==> src/hw/rtl/drr_pkg.sv <==
`timescale 1ns / 1ps
// ----------------------------------------------------------------------------
// drr_pkg
// Shared codes and controller/datapath interface types for the delta
// regression ring.
// ----------------------------------------------------------------------------
package drr_pkg;

  localparam logic [1:0] CMD_PUSH  = 2'd0;
  localparam logic [1:0] CMD_FLUSH = 2'd1;
  localparam logic [1:0] CMD_CLEAR = 2'd2;

  localparam logic [1:0] CFG_VECTOR_LENGTH     = 2'd0;
  localparam logic [1:0] CFG_WINDOW_HALF_WIDTH = 2'd1;

  localparam logic [6:0] VLEN_RESET = 7'd13;
  localparam logic [3:0] WIN_RESET  = 4'd2;

  typedef struct packed {
    logic accept;
    logic elem_init;
    logic cap_static;
    logic nb_read;
    logic acc;
    logic div_init;
    logic div_step;
    logic out_load;
  } drr_cmd_t;

  typedef struct packed {
    logic emit_req;
    logic t_last;
    logic div_done;
    logic n_last;
    logic out_free;
  } drr_stat_t;

endpackage

==> src/hw/rtl/drr_ctrl.sv <==
`timescale 1ns / 1ps
// ----------------------------------------------------------------------------
// drr_ctrl
// Sequencer: accepts words, then walks each element of an emitted frame
// through center read, neighbor reads, accumulation, division and output.
// ----------------------------------------------------------------------------
module drr_ctrl import drr_pkg::*; (
  input  logic      clk_i,
  input  logic      rst_ni,
  input  logic      in_valid_i,
  output logic      in_stall_o,
  input  drr_stat_t stat_i,
  output drr_cmd_t  cmd_o
);

  typedef enum logic [7:0] {
    ST_IDLE = 8'b0000_0001,
    ST_CEN  = 8'b0000_0010,
    ST_CAP  = 8'b0000_0100,
    ST_RD   = 8'b0000_1000,
    ST_ACC  = 8'b0001_0000,
    ST_DVI  = 8'b0010_0000,
    ST_DIV  = 8'b0100_0000,
    ST_OUT  = 8'b1000_0000
  } drr_state_e;

  drr_state_e state_q, state_d;

  always_comb begin
    state_d    = state_q;
    cmd_o      = '0;
    in_stall_o = 1'b1;
    case (state_q)
      ST_IDLE: begin
        in_stall_o = 1'b0;
        if (in_valid_i) begin
          cmd_o.accept = 1'b1;
          if (stat_i.emit_req) state_d = ST_CEN;
        end
      end
      ST_CEN: begin
        cmd_o.elem_init = 1'b1;
        state_d         = ST_CAP;
      end
      ST_CAP: begin
        cmd_o.cap_static = 1'b1;
        state_d          = ST_RD;
      end
      ST_RD: begin
        cmd_o.nb_read = 1'b1;
        state_d       = ST_ACC;
      end
      ST_ACC: begin
        cmd_o.acc = 1'b1;
        state_d   = stat_i.t_last ? ST_DVI : ST_RD;
      end
      ST_DVI: begin
        cmd_o.div_init = 1'b1;
        state_d        = ST_DIV;
      end
      ST_DIV: begin
        cmd_o.div_step = 1'b1;
        if (stat_i.div_done) state_d = ST_OUT;
      end
      ST_OUT: begin
        if (stat_i.out_free) begin
          cmd_o.out_load = 1'b1;
          state_d        = stat_i.n_last ? ST_IDLE : ST_CEN;
        end
      end
      default: state_d = ST_IDLE;
    endcase
  end

  always_ff @(posedge clk_i or negedge rst_ni) begin
    if (!rst_ni) begin
      state_q <= ST_IDLE;
    end else begin
      state_q <= state_d;
    end
  end

endmodule

==> config.mk <==
export PLATFORM = sky130hd
export DESIGN_NAME = drr_ctrl
export DESIGN_NICKNAME = d
export VERILOG_FILES = /design/src/hw/rtl/drr_pkg.sv /design/src/hw/rtl/drr_ctrl.sv
export SDC_FILE = /design/constraint.sdc
export NUM_CORES = 1
export LEC_CHECK = 0
export BUFFER_PORTS_ARGS = -buffer_cell sky130_fd_sc_hd__buf_4
export CAP_MARGIN = 20
export CORE_AREA = 2 2 39 41
export CTS_CLUSTER_SIZE = 20
export DETAILED_ROUTE_END_ITERATION = 10
export DIE_AREA = 0 0 41 43
export GPL_ROUTABILITY_DRIVEN = 0
export PLACE_DENSITY = 0.8
export SYNTH_ARGS = -nofsm -noshare
export SYNTH_HDL_FRONTEND = slang
export SYNTH_SLANG_ARGS = --single-unit
==> constraint.sdc <==
create_clock -name clk_i -period 1.7 [get_ports clk_i]
set_input_delay 0.17 -clock clk_i [delete_from_list [all_inputs] [get_ports clk_i]]
set_output_delay 0.17 -clock clk_i [all_outputs]
set_load 0.01 [all_outputs]
# [After elaboration in Yosys (flattened, before gate mapping)]
# Cells that the tools add are included.
[totals] regBits=8 wordCells=32 output_inout_bits=9 in_bits=8
[op_classes] n_eq_ne=12 muxes=18 reduce_logical=1
[op_table] cell="$pmux 8 s8" count=1
[op_table] cell="$mux 8" count=4
[op_table] cell="$mux 1" count=11
[op_table] cell="$eq 8x1->1 const B" count=1
[op_table] cell="$eq 8x2->1 const B" count=1
[op_table] cell="$eq 8x3->1 const B" count=1
[op_table] cell="$eq 8x4->1 const B" count=1
[op_table] cell="$eq 8x5->1 const B" count=1
[op_table] cell="$eq 8x6->1 const B" count=1
[op_table] cell="$eq 8x7->1 const B" count=1
[op_table] cell="$eq 8x8->1 const B" count=1
[op_table] cell="$ne 2x2->1 const B" count=4
[op_table] cell="$mux 6" count=1
[op_table] cell="$reduce_and 4->1" count=1
[op_table] cell="$mux 2" count=1

# [Depth between registers and ports, before layout]
[depth] word_depth=3 ltp_mapped=5 mapped_depth_nobuf=4

# [Worst setup path after synthesis]
# OpenSTA, ideal clock, no wires.
[synth_timing] path_kind="reg-to-output" startpoint="reg state_q[5]" endpoint="out cmd_o[7] (netlist bit)" t_arrival_ns=1.430 n_path_buf=0 path_slack_ns=0.100 required_time_ns=1.530 path_stages_with_launch=4 path_cell_list="dfrtp_1 or4_4 nor4_4 and2_2"
[synth_lines] item="from (decl)" line="drr_ctrl.sv:27" rtl="drr_state_e state_q, state_d;"
[synth_lines] item="from (signal assigned)" line="drr_ctrl.sv:79" rtl="state_q <= state_d;"
[synth_lines] item="to (decl)" line="drr_ctrl.sv:13" rtl="output drr_cmd_t cmd_o"

==> impl_metrics.json <==
{
  "synthCells": 59,
  "slew_viol_final": 0,
  "min_period_ns": 1.90,
  "antenna_found_initial": 0,
  "rsz0062_at_grt": "yes",
  "setup_tns_ns": -0.563,
  "die-area_um2": 1760,
  "hold_path_class": "in2reg",
  "p_leak_nw": 0.430,
  "final_common_cell": "buf_4",
  "clk_pin_slew_ns": 0.06,
  "startpoint_type": "flop",
  "diodes": 0,
  "critPathMaxStageDelay_ns": 0.56,
  "worst_slew_pin_slew_ns": 0.363,
  "syn_avg_cell_area_um2": 9.35,
  "root_buffer": "clkbuf_4",
  "outcome": "finished with violations",
  "p_per_area_nw_per_um2": 950,
  "core_area_um2": 1380,
  "max_freq_mhz": 528,
  "synth_nets": 67,
  "viasPerCell": 5.36,
  "wire_per_inst_um": 14.4,
  "cts_tree": "yes",
  "yosysUniqueCellTypes": 27,
  "critPathArrivalTime_ns": 1.73,
  "end_kind": "output pin",
  "setup_viol": 5,
  "drv_cap": 0,
  "cp_max_fo": 3,
  "crit_type": "reg2out",
  "mostFrequentLayoutCells": "buf_4 (25), nor2_1 (8), dfrtp_1 (7)",
  "syn_area_um2": 552,
  "dp_slack_ns": 0.0203,
  "nNetsFinal": 97,
  "clkSinkCount": 8,
  "cts_buffers": 3,
  "route.detailed.drc": 0,
  "synthToLayoutAreaGrowth_pct": 52.2,
  "required_ns": 1.53,
  "grtUsageTotal": 0.199,
  "p_total_mw": 0.798,
  "stdcell_count": 104,
  "post-place-cells": 96,
  "die_width_um": 41,
  "ys_ff_latch": 8,
  "io_buffers": 16,
  "hold_viol": 0,
  "worst_path_dominant_cell_family": "simple AND/OR/NAND/NOR gates",
  "period_share": 1.11,
  "dp_hpwl_mm": 1.04,
  "final.setup_skew_ns": 0.00605,
  "placed_area_um2": 722,
  "cts-htree-levels": 1,
  "top_register": "state_q",
  "cp_cell_sequence": "or4_4, nor2_1, and3_1, buf_4",
  "largest_reg_flops": 8,
  "max-vdd-ir-drop_uv": 489,
  "ios": 17,
  "cp_num_buf_inv": 1,
  "num_rows": 14,
  "drive_gt1_frac": 0.466,
  "timing.hold.ws_ns": 0.120,
  "antenna_left": 0,
  "cp_slowest_cell": "or4_4",
  "reg_top3": "state_q x8",
  "fin_ws_ns": -0.195,
  "maxSlewHeadroom": 0.757,
  "wl_mm": 1.49,
  "drt_iter0_markers": 7,
  "final_core_util": 0.607,
  "grt-ovfl-total": 0,
  "grt_pass1_vias": 514,
  "die_y_um": 43,
  "num_vias": 557,
  "first_pass_iters": 2,
  "clock_path_buffers": 2,
  "design_area_um2": 840,
  "yosys_warnings": 0,
  "grt_pass1_wl_mm": 2.30,
  "start_util": 0.399,
  "grt_max_degree": 10,
  "yosysSeqAreaShare": 0.365,
  "worstSkewPairLatency_ns": 0.26,
  "violations": "negative setup slack"
}
## worst register-to-register path, stage by stage, from the launching register on
cell and delay (ns):
dfrtp_1 0.38, buf_4 0.16, nor4_4 0.31, nand4b_1 0.18, buf_4 0.19, a2bb2oi_1 0.14, o22ai_1 0.15
## power by group
part | switching (mW) | total [mW] | internal (mW)
combinational | 0.186 | 0.386 | 0.200
sequential | 0.0317 | 0.252 | 0.220
clock | 0.0702 | 0.160 | 0.0902
total | 0.288 | 0.798 | 0.510
## layout make-up
class                           count  area (um^2)
Clock buffer                        4         26.3
Timing Repair Buffer               27          209
Tap cell                           16         20.0
Sequential cell                     8          201
Inverter                            5         18.8
Fill cell                         129          544
Multi-Input combinational cell     44          364
## path summary, 6_finish.rpt
path	slack, ns	cells after the start	end	start
min in group asynchronous	0.26	2	state_q[3]	rst_ni
min reg2reg	0.61	2	state_q[4]	state_q[2]
min	0.12	2	state_q[7]	stat_i[0]
max	-0.20	4	cmd_o[1]	state_q[5]
max in group asynchronous	1.22	2	state_q[0]	rst_ni
max reg2reg	0.11	6	state_q[0]	state_q[5]
## kinds of logic (layout without fill, tap and decap cells)
family / count (synthesis) / after routing / synth area share
xor+xnor: 3 / 3 / 0.0476
compound gates: 9 / 9 / 0.129
flops: 8 / 8 / 0.365
simple gates: 32 / 32 / 0.383
buf+inv: 7 / 36 / 0.0748
## cell usage after synthesis (all sizes together)
cell / n / share of area
a211oi: 1 / 0.014
a21o: 1 / 0.014
a2bb2oi: 1 / 0.016
and2: 2 / 0.025
and3: 4 / 0.045
buf: 2 / 0.041
dfrtp: 7 / 0.32
dfstp: 1 / 0.048
inv: 5 / 0.034
nand2: 3 / 0.020
nand4b: 1 / 0.016
nor2: 8 / 0.054
nor3b: 7 / 0.095
nor4: 3 / 0.061
nor4b: 2 / 0.032
o211ai: 1 / 0.014
o21a: 1 / 0.014
o221ai: 1 / 0.016
o22a: 1 / 0.016
o22ai: 1 / 0.011
o2bb2ai: 1 / 0.016
or2b: 1 / 0.014
or4: 1 / 0.020
xnor2: 2 / 0.032
xor2: 1 / 0.016
## repair_timing
action / 4_1_cts / 5_1_grt
hold endpoints to repair: 8 / 0
gates cloned: 0 / 0
gates resized for setup: 6 / 5
setup buffers: 2 / 1
pin swaps: 6 / 2
hold buffers: 1 / 0
endpoints found under the setup margin: 9 / 9
## routing by layer
metal	wire length [um]	vias to the layer above	global-route usage	part of all wire
li1	-	269	-	-
met1	694	275	0.275	0.46
met2	755	11	0.300	0.51
met3	40	2	0.0314	0.027
met4	4	0	0.0800	0.0027
met5	0	-	0	0
(Power assumes the default switching activity.)
